==> src/hdl/bfsp_pkg.sv <==
package bfsp_pkg;

  // Default configuration
  localparam int VERTICES_DEF    = 16;
  localparam int WEIGHT_BITS_DEF = 16;
  localparam int INF_DEF         = 2147483647;

  // Fixed field widths
  localparam int VID_W  = 4;
  localparam int WIN_W  = 16;
  localparam int DIST_W = 32;
  localparam int PRED_W = 5;

  // Operation codes
  localparam logic [1:0] OP_ADD_EDGE   = 2'd0;
  localparam logic [1:0] OP_ADD_VERTEX = 2'd1;
  localparam logic [1:0] OP_COMPUTE    = 2'd2;

  // Predecessor code for the source or no predecessor
  localparam logic signed [PRED_W-1:0] PRED_NONE = -5'sd1;

  typedef logic signed [DIST_W-1:0] dist_t;
  typedef logic signed [PRED_W-1:0] pred_t;

  // Outcome of one arc relaxation
  typedef struct packed {
    logic  better;
    dist_t sum;
  } relax_t;

endpackage

==> src/hdl/bellman_ford_shortest_paths_core.sv <==
// Bellman-Ford single-source shortest paths over a small weighted digraph.
// Input stream: s_axis_tuser carries the operation, s_axis_tdata carries the
// vertices and the arc weight. Add-edge and add-vertex transactions produce
// nothing. A compute transaction runs VERTICES-1 passes over all tail/head
// pairs through one shared add/saturate/compare unit. In each pass a present
// tail with a finite distance gets a distance read, then a weight/distance
// read and relax per head; absent or unreached tails are skipped. Set-up
// seeds every distance and the final scan reads each vertex; the input is
// not ready meanwhile.
// Output stream: one transaction per reached present vertex in ascending
// order, tlast on the final one; tuser flags the empty answer (source absent
// or without outgoing arc), which is a single transaction.
// Results sit in an output register; a stalled receiver holds the scan until
// the register drains, nothing is dropped.
// After reset the weight memory is cleared, one entry per cycle, all
// 2**(2*clog2(VERTICES)) entries (256 at 16 vertices), before the input is ready.
module bellman_ford_shortest_paths_core #(
  parameter int VERTICES    = bfsp_pkg::VERTICES_DEF,
  parameter int WEIGHT_BITS = bfsp_pkg::WEIGHT_BITS_DEF,
  parameter int INF         = bfsp_pkg::INF_DEF
) (
  input  logic        clk_i,
  input  logic        rst_ni,
  input  logic        s_axis_tvalid,
  output logic        s_axis_tready,
  input  logic [23:0] s_axis_tdata,  // from_vertex[3:0], to_vertex[7:4], arc_weight[23:8]
  input  logic [1:0]  s_axis_tuser,  // operation[1:0]
  output logic        m_axis_tvalid,
  input  logic        m_axis_tready,
  output logic [47:0] m_axis_tdata,  // vertex_id[3:0], distance[35:4], predecessor[40:36]
  output logic        m_axis_tuser,  // empty_answer[0]
  output logic        m_axis_tlast
);
  import bfsp_pkg::*;

  localparam int VW     = $clog2(VERTICES);
  localparam int AW     = 2 * VW;
  localparam int WDEPTH = 1 << AW;
  localparam int SW     = (WEIGHT_BITS < 16) ? WEIGHT_BITS : 16;

  localparam logic [VW-1:0] IDX_LAST  = VW'(VERTICES - 1);
  localparam logic [VW-1:0] PASS_LAST = VW'(VERTICES - 2);
  localparam dist_t         INF_D     = 32'(INF);

  typedef enum logic [3:0] {
    ST_CLEAR, ST_IDLE, ST_INIT, ST_TAIL, ST_TAILW,
    ST_HEAD, ST_RELAX, ST_SCAN, ST_SCANW, ST_FLUSH
  } state_e;

  state_e state_q;

  // Storage
  logic signed [SW-1:0] weight_mem [WDEPTH];
  dist_t                dist_mem [VERTICES];
  pred_t                pred_mem [VERTICES];
  logic signed [SW-1:0] w_rd_q;
  dist_t                d_rd_q;
  pred_t                p_rd_q;

  logic [VERTICES-1:0] present_q;
  logic [VERTICES-1:0] row_arc_q;

  // Sequencer registers
  logic [AW-1:0] clr_q;
  logic [VW-1:0] src_q, i_q, j_q, k_q, pass_q;
  dist_t         dist_i_q;

  // Pending and output results
  logic          pend_valid_q, pend_empty_q;
  logic [VID_W-1:0] pend_vid_q, out_vid_q;
  dist_t         pend_dist_q, out_dist_q;
  pred_t         pend_pred_q, out_pred_q;
  logic          out_valid_q, out_empty_q, out_last_q;

  // Input decode
  logic [1:0]       op_in;
  logic [VID_W-1:0] from_v, to_v;
  logic [WIN_W-1:0] w_in;
  logic [VW-1:0]    from_idx, to_idx;
  logic             from_ok, to_ok, edge_ok, has_arc, in_fire;
  logic signed [SW-1:0] w_red;

  assign op_in    = s_axis_tuser;
  assign from_v   = s_axis_tdata[3:0];
  assign to_v     = s_axis_tdata[7:4];
  assign w_in     = s_axis_tdata[23:8];
  assign from_idx = VW'(from_v);
  assign to_idx   = VW'(to_v);
  assign from_ok  = int'(from_v) < VERTICES;
  assign to_ok    = int'(to_v) < VERTICES;
  assign w_red    = w_in[SW-1:0];
  assign edge_ok  = from_ok && to_ok && (|w_red);
  assign has_arc  = from_ok && present_q[from_idx] && row_arc_q[from_idx];
  assign in_fire  = s_axis_tvalid && s_axis_tready;

  assign s_axis_tready = (state_q == ST_IDLE);

  // Shared relaxation unit
  relax_t relax;

  bfsp_relax #(
    .WEIGHT_BITS (WEIGHT_BITS),
    .INF         (INF),
    .SW          (SW)
  ) u_relax (
    .dist_tail_i (dist_i_q),
    .weight_i    (w_rd_q),
    .dist_head_i (d_rd_q),
    .relax_o     (relax)
  );

  // Distance store read address follows the sequencer step
  logic [VW-1:0] rd_idx;

  always_comb begin
    case (state_q)
      ST_HEAD:           rd_idx = j_q;
      ST_SCAN, ST_SCANW: rd_idx = k_q;
      default:           rd_idx = i_q;
    endcase
  end

  // Distance store write port
  logic          d_we;
  logic [VW-1:0] d_waddr;
  dist_t         d_wdist;
  pred_t         d_wpred;

  always_comb begin
    d_we    = 1'b0;
    d_waddr = j_q;
    d_wdist = relax.sum;
    d_wpred = PRED_W'(i_q);
    case (state_q)
      ST_INIT: begin
        d_we    = 1'b1;
        d_waddr = k_q;
        d_wdist = (k_q == src_q) ? '0 : INF_D;
        d_wpred = PRED_NONE;
      end
      ST_RELAX: begin
        d_we = relax.better;
      end
      default: ;
    endcase
  end

  always_ff @(posedge clk_i) begin
    if (d_we) begin
      dist_mem[d_waddr] <= d_wdist;
      pred_mem[d_waddr] <= d_wpred;
    end
    d_rd_q <= dist_mem[rd_idx];
    p_rd_q <= pred_mem[rd_idx];
  end

  // Weight memory: clearing sweep after reset, then arc writes
  logic                 w_we;
  logic [AW-1:0]        w_waddr;
  logic signed [SW-1:0] w_wdata;

  always_comb begin
    w_we    = 1'b0;
    w_waddr = {from_idx, to_idx};
    w_wdata = w_red;
    if (state_q == ST_CLEAR) begin
      w_we    = 1'b1;
      w_waddr = clr_q;
      w_wdata = '0;
    end else if (in_fire && op_in == OP_ADD_EDGE && edge_ok) begin
      w_we = 1'b1;
    end
  end

  always_ff @(posedge clk_i) begin
    if (w_we) begin
      weight_mem[w_waddr] <= w_wdata;
    end
    w_rd_q <= weight_mem[{i_q, j_q}];
  end

  // Step conditions
  logic tail_done, out_free, scan_hit;

  assign out_free  = !out_valid_q || m_axis_tready;
  assign scan_hit  = d_rd_q < INF_D;
  assign tail_done = (state_q == ST_TAIL && !present_q[i_q]) ||
                     (state_q == ST_TAILW && d_rd_q >= INF_D) ||
                     (state_q == ST_RELAX && j_q == IDX_LAST);

  // Sequencer, graph flags and result registers
  always_ff @(posedge clk_i or negedge rst_ni) begin
    if (!rst_ni) begin
      state_q      <= ST_CLEAR;
      present_q    <= '0;
      row_arc_q    <= '0;
      clr_q        <= '0;
      src_q        <= '0;
      i_q          <= '0;
      j_q          <= '0;
      k_q          <= '0;
      pass_q       <= '0;
      dist_i_q     <= '0;
      pend_valid_q <= 1'b0;
      pend_empty_q <= 1'b0;
      pend_vid_q   <= '0;
      pend_dist_q  <= '0;
      pend_pred_q  <= '0;
      out_valid_q  <= 1'b0;
      out_empty_q  <= 1'b0;
      out_last_q   <= 1'b0;
      out_vid_q    <= '0;
      out_dist_q   <= '0;
      out_pred_q   <= '0;
    end else begin
      // Drop a result once it is taken
      if (m_axis_tready) begin
        out_valid_q <= 1'b0;
      end

      case (state_q)
        ST_CLEAR: begin
          clr_q <= clr_q + 1'b1;
          if (&clr_q) begin
            state_q <= ST_IDLE;
          end
        end

        ST_IDLE: begin
          if (in_fire) begin
            case (op_in)
              OP_ADD_EDGE: begin
                if (edge_ok) begin
                  present_q[from_idx] <= 1'b1;
                  present_q[to_idx]   <= 1'b1;
                  row_arc_q[from_idx] <= 1'b1;
                end
              end
              OP_ADD_VERTEX: begin
                if (from_ok) begin
                  present_q[from_idx] <= 1'b1;
                end
              end
              OP_COMPUTE: begin
                if (has_arc) begin
                  src_q   <= from_idx;
                  k_q     <= '0;
                  state_q <= ST_INIT;
                end else begin
                  pend_valid_q <= 1'b1;
                  pend_empty_q <= 1'b1;
                  pend_vid_q   <= '0;
                  pend_dist_q  <= '0;
                  pend_pred_q  <= PRED_NONE;
                  state_q      <= ST_FLUSH;
                end
              end
              default: ;
            endcase
          end
        end

        // Seed distances and predecessors
        ST_INIT: begin
          if (k_q == IDX_LAST) begin
            i_q     <= '0;
            pass_q  <= '0;
            state_q <= ST_TAIL;
          end else begin
            k_q <= k_q + 1'b1;
          end
        end

        ST_TAIL: begin
          if (present_q[i_q]) begin
            state_q <= ST_TAILW;
          end
        end

        ST_TAILW: begin
          dist_i_q <= d_rd_q;
          j_q      <= '0;
          state_q  <= ST_HEAD;
        end

        ST_HEAD: begin
          state_q <= ST_RELAX;
        end

        // Apply one relaxation, follow a self-loop into the tail distance
        ST_RELAX: begin
          if (relax.better && j_q == i_q) begin
            dist_i_q <= relax.sum;
          end
          if (j_q != IDX_LAST) begin
            j_q     <= j_q + 1'b1;
            state_q <= ST_HEAD;
          end
        end

        ST_SCAN: begin
          if (present_q[k_q]) begin
            state_q <= ST_SCANW;
          end else if (k_q == IDX_LAST) begin
            state_q <= ST_FLUSH;
          end else begin
            k_q <= k_q + 1'b1;
          end
        end

        // Hold a found vertex until the previous one is sent
        ST_SCANW: begin
          if (!scan_hit || !pend_valid_q || out_free) begin
            if (scan_hit) begin
              if (pend_valid_q) begin
                out_valid_q <= 1'b1;
                out_empty_q <= pend_empty_q;
                out_last_q  <= 1'b0;
                out_vid_q   <= pend_vid_q;
                out_dist_q  <= pend_dist_q;
                out_pred_q  <= pend_pred_q;
              end
              pend_valid_q <= 1'b1;
              pend_empty_q <= 1'b0;
              pend_vid_q   <= VID_W'(k_q);
              pend_dist_q  <= d_rd_q;
              pend_pred_q  <= p_rd_q;
            end
            if (k_q == IDX_LAST) begin
              state_q <= ST_FLUSH;
            end else begin
              k_q     <= k_q + 1'b1;
              state_q <= ST_SCAN;
            end
          end
        end

        ST_FLUSH: begin
          if (out_free) begin
            out_valid_q  <= 1'b1;
            out_empty_q  <= pend_empty_q;
            out_last_q   <= 1'b1;
            out_vid_q    <= pend_vid_q;
            out_dist_q   <= pend_dist_q;
            out_pred_q   <= pend_pred_q;
            pend_valid_q <= 1'b0;
            state_q      <= ST_IDLE;
          end
        end

        default: state_q <= ST_IDLE;
      endcase

      // Advance to the next tail, then the next pass, then the scan
      if (tail_done) begin
        if (i_q == IDX_LAST) begin
          i_q <= '0;
          if (pass_q == PASS_LAST) begin
            k_q     <= '0;
            state_q <= ST_SCAN;
          end else begin
            pass_q  <= pass_q + 1'b1;
            state_q <= ST_TAIL;
          end
        end else begin
          i_q     <= i_q + 1'b1;
          state_q <= ST_TAIL;
        end
      end
    end
  end

  assign m_axis_tvalid = out_valid_q;
  assign m_axis_tdata  = {7'b0, out_pred_q, out_dist_q, out_vid_q};
  assign m_axis_tuser  = out_empty_q;
  assign m_axis_tlast  = out_last_q;

  // An empty answer is always the only and final transaction
  a_empty_last: assert property (@(posedge clk_i) disable iff (!rst_ni)
    (m_axis_tvalid && m_axis_tuser) |-> (m_axis_tlast && out_pred_q == PRED_NONE))
    else $error("empty answer without tlast or with a predecessor");

  // A reported vertex always has a finite distance
  a_finite: assert property (@(posedge clk_i) disable iff (!rst_ni)
    (m_axis_tvalid && !m_axis_tuser) |-> (out_dist_q < INF_D))
    else $error("result with infinite distance");

  // Only reached tails relax their arcs
  a_tail_reached: assert property (@(posedge clk_i) disable iff (!rst_ni)
    (state_q == ST_HEAD || state_q == ST_RELAX) |-> (dist_i_q < INF_D))
    else $error("relaxing from an unreached tail");

  // The result register is never overwritten while stalled
  a_no_overwrite: assert property (@(posedge clk_i) disable iff (!rst_ni)
    (m_axis_tvalid && !m_axis_tready) |=> (m_axis_tvalid && $stable(m_axis_tdata)))
    else $error("stalled result overwritten");

endmodule

==> src/hdl/bfsp_relax.sv <==
module bfsp_relax #(
  parameter int WEIGHT_BITS = bfsp_pkg::WEIGHT_BITS_DEF,
  parameter int INF         = bfsp_pkg::INF_DEF,
  parameter int SW          = (WEIGHT_BITS < 16) ? WEIGHT_BITS : 16
) (
  input  bfsp_pkg::dist_t   dist_tail_i,
  input  logic signed [SW-1:0] weight_i,
  input  bfsp_pkg::dist_t   dist_head_i,
  output bfsp_pkg::relax_t  relax_o
);
  import bfsp_pkg::*;

  localparam logic signed [DIST_W:0] SUM_MAX = 33'(INF) - 33'sd1;
  localparam logic signed [DIST_W:0] SUM_MIN = 33'sh1_8000_0000;

  logic signed [DIST_W:0] dist_ext;
  logic signed [DIST_W:0] weight_ext;
  logic signed [DIST_W:0] sum;
  dist_t                  sum_sat;

  // Add the arc weight to the tail distance
  assign dist_ext   = 33'(dist_tail_i);
  assign weight_ext = 33'(weight_i);
  assign sum        = dist_ext + weight_ext;

  // Saturate into the finite distance range
  always_comb begin
    if (sum > SUM_MAX) begin
      sum_sat = SUM_MAX[DIST_W-1:0];
    end else if (sum < SUM_MIN) begin
      sum_sat = SUM_MIN[DIST_W-1:0];
    end else begin
      sum_sat = sum[DIST_W-1:0];
    end
  end

  // Relax only a real arc that improves the head
  assign relax_o.better = (|weight_i) && (sum_sat < dist_head_i);
  assign relax_o.sum    = sum_sat;

endmodule
==> config.mk <==
export PLATFORM = sky130hd
export DESIGN_NAME = bellman_ford_shortest_paths_core
export DESIGN_NICKNAME = d
export VERILOG_FILES = /design/src/hdl/bfsp_pkg.sv /design/src/hdl/bellman_ford_shortest_paths_core.sv /design/src/hdl/bfsp_relax.sv
export SDC_FILE = /design/constraint.sdc
export NUM_CORES = 2
export LEC_CHECK = 0
export BUFFER_PORTS_ARGS = -buffer_cell sky130_fd_sc_hd__buf_2
export CAP_MARGIN = 10
export CORE_UTILIZATION = 60
export DETAILED_ROUTE_END_ITERATION = 10
export PLACE_DENSITY = 0.75
export SYNTH_ARGS = -nofsm -noshare
export SYNTH_HDL_FRONTEND = slang
export SYNTH_MEMORY_MAX_BITS = 65536
export SYNTH_SLANG_ARGS = --single-unit
==> constraint.sdc <==
create_clock -name clk_i -period 27 [get_ports clk_i]
set_input_delay 5.4 -clock clk_i [delete_from_list [all_inputs] [get_ports clk_i]]
set_output_delay 5.4 -clock clk_i [all_outputs]
set_load 0.02 [all_outputs]
==> flow_summary.json <==
{
  "syn_to_final_growth_pct": 11.74,
  "finalMaxSlewViolations": 0,
  "drt-initial-drc-count": 14600,
  "hp-start": "pend_dist_q[17]$_DFFE_PN0P_",
  "yosysUniqueCellTypes": 80,
  "grt_first_pass_wirelength_mm": 708.6,
  "drt_drc_violations_left": 0,
  "hold_viol_final": 0,
  "path_max_fanout": 10,
  "holdCritPathClass": "reg -> reg",
  "most-common-layout-cells": "edfxtp_1 (4,688), mux4_2 (1,371), nand2_1 (501), clkbuf_16 (467), buf_4 (393)",
  "holdBufCountCts": 0,
  "reg2reg_depth": 25,
  "grt_pass1_vias": 96620,
  "period_share": 0.3293,
  "yosys_register_bits": 4924,
  "power_mw": 23.60,
  "core_mm2": 0.3206,
  "whs_path_depth": 2,
  "drive_gt1_frac": 0.2727,
  "ys.flop_type": "edfxtp_1",
  "gp_congestion": 0.9033,
  "clk_pin_slew_ps": 60,
  "setup-tns-final_ps": 0,
  "rsz0062_at_grt": "false",
  "postRouteAntennaNets": 0,
  "holdWs_ps": 480.3,
  "cts_root_buf": "clkbuf_16",
  "yosys_warnings": 0,
  "io_buffer_count": 74,
  "tightest_slew_ps": 1296,
  "totalWireLength_mm": 497.7,
  "initial_utilization": 0.6027,
  "rows": 208,
  "peakVddDrop_uv": 133.9,
  "die_y_um": 569.5,
  "synth-edff-count": 4688,
  "power_density_mw_per_mm2": 109.3,
  "final.min_clock_period_ps": 8891,
  "cp.arrival_ps": 9610,
  "leakage_nw": 67.99,
  "required_ps": 27720,
  "wl_per_cell_um": 34.82,
  "overflow": 0,
  "startpoint_type": "input pin",
  "setup_violations": 0,
  "worstSetupPathType": "in -> reg",
  "final_cells": 14290,
  "synth_area_per_cell_um2": 21.05,
  "outcome": "completed",
  "postCtsResizedCells": 0,
  "n_fill_cell": 19400,
  "worst_slack_ps": 18110,
  "cts_sinks": 4924,
  "io_pins": 82,
  "antenna_found_initial": 40,
  "worstSetupEndpointType": "flip-flop",
  "grtUsageTotal": 0.3074,
  "synth_area_mm2": 0.1932,
  "layout.cells.most_common": "edfxtp_1",
  "maxSlewHeadroom": 0.1299,
  "viasPerCell": 6.908,
  "multi_input_area_mm2": 0.04478,
  "async_flop_share": 0.03716,
  "syn-instance-count": 9179,
  "fin_nets": 9674,
  "dp.final_hpwl_mm": 281.6,
  "grt_max_degree": 220,
  "vias": 98750,
  "tritoncts": "built",
  "fin_skew_ps": 59.85,
  "post_cts_buffers": 0,
  "clock_path_buffers": 4,
  "htreeDepth": 5,
  "clock_latency_ps": 1040,
  "rr_startpoint": "w_rd_q[15]$_DFF_P_",
  "die_w_um": 569.5,
  "crit_start": "s_axis_tdata[21]",
  "dp_cells": 13410,
  "fmax_mhz": 112.5,
  "maxCapViolCount": 0,
  "dr.pass1.iters": 7,
  "cts_buffers": 464,
  "die-area_mm2": 0.3243,
  "post-place-ws_ps": 17080,
  "ys_seq_area_frac": 0.7577,
  "register_area_mm2": 0.1464
}
-- flip-flops by register name (all words and copies together) (netlist names), 32 cells and up --
name and cells:
d_rd_q 32, dist_i_q 32, weight_mem 4096, pend_dist_q 32, pred_mem 80, out_dist_q 32
dist_mem 512
-- cells by family after synthesis --
family	after synthesis	share of synthesized area
buffers and inverters	635	0.01261
AND/OR/NAND/NOR	1243	0.02899
XOR/XNOR	36	0.001632
other	1	0.00001941
multiplexers	1450	0.1648
flip-flops	4924	0.7577
AO/OA/AOI/OAI	816	0.02938
adder cells (fa/ha/maj)	74	0.004779
-- critical path, cell delays in order --
cell and delay (ps):
buf_2 100, nor4_1 60, nand4_1 150, nor3b_1 620, buf_4 300, nor2b_1 260
nor2b_1 100, o21ai_0 590, nand2_2 730, buf_4 490, nor2_1 480, buf_4 300
-- layer usage --
metal  global-route usage  vias up  part of all wire
li1                     -    39110                 -
met1               0.4268    51730              0.36
met2               0.4813     6772              0.48
met3              0.06424     1109              0.11
met4               0.1304       24             0.050
met5                    0        -           0.00034
-- synth_stat cells, types with 76 or more instances --
cell	instances	area (um2)
buf_1	89	334.1
nand2_1	521	1956
o21ai_0	83	415.4
a211oi_1	193	1449
and3_1	157	982.2
a21oi_1	145	725.7
mux4_2	1371	30880
nor2_1	340	1276
clkbuf_1	463	1738
a311oi_1	76	665.6
edfxtp_1	4688	140800
dfrtp_1	183	4579
a31oi_1	87	544.3
-- cell type report --
type                    count  share of cell area
flip-flops and latches   4924              0.6782
diodes                     10           0.0001159
multi-input cells        3626              0.2074
clock buffers             570             0.05663
well taps                4305             0.02495
inverters                  69            0.001200
clock inverters           301             0.01423
repair buffers            489             0.01722
-- metrics by stage --
stage	utilization	area, um2
after detailed placement	0.6254	200500
after floorplan	-	193200
after CTS	0.6732	215800
after global routing	0.6733	215900
after global placement	0.6252	200500
final	0.6734	215900
-- worst paths after layout --
check,to,slack [ps]
setup / recovery,weight_mem[84][7]$_DFFE_PP_,18110
hold / removal,pend_dist_q[17]$_DFFE_PN0P_,480
setup reg to reg,dist_mem[6][6]$_DFFE_PP_,18730
hold reg to reg,pend_dist_q[17]$_DFFE_PN0P_,480
max in group asynchronous,j_q[2]$_DFFE_PN0P_,20880
min in group asynchronous,out_dist_q[8]$_DFFE_PN0P_,4510
-- power breakdown --
| part | switching (mW) | internal, mW |
|---|---|---|
| registers | 0.235 | 9.61 |
| clock network | 2.87 | 3.70 |
| logic | 4.66 | 2.53 |
| total | 7.76 | 15.8 |
Note: power is estimated with default switching activity, not from simulation.
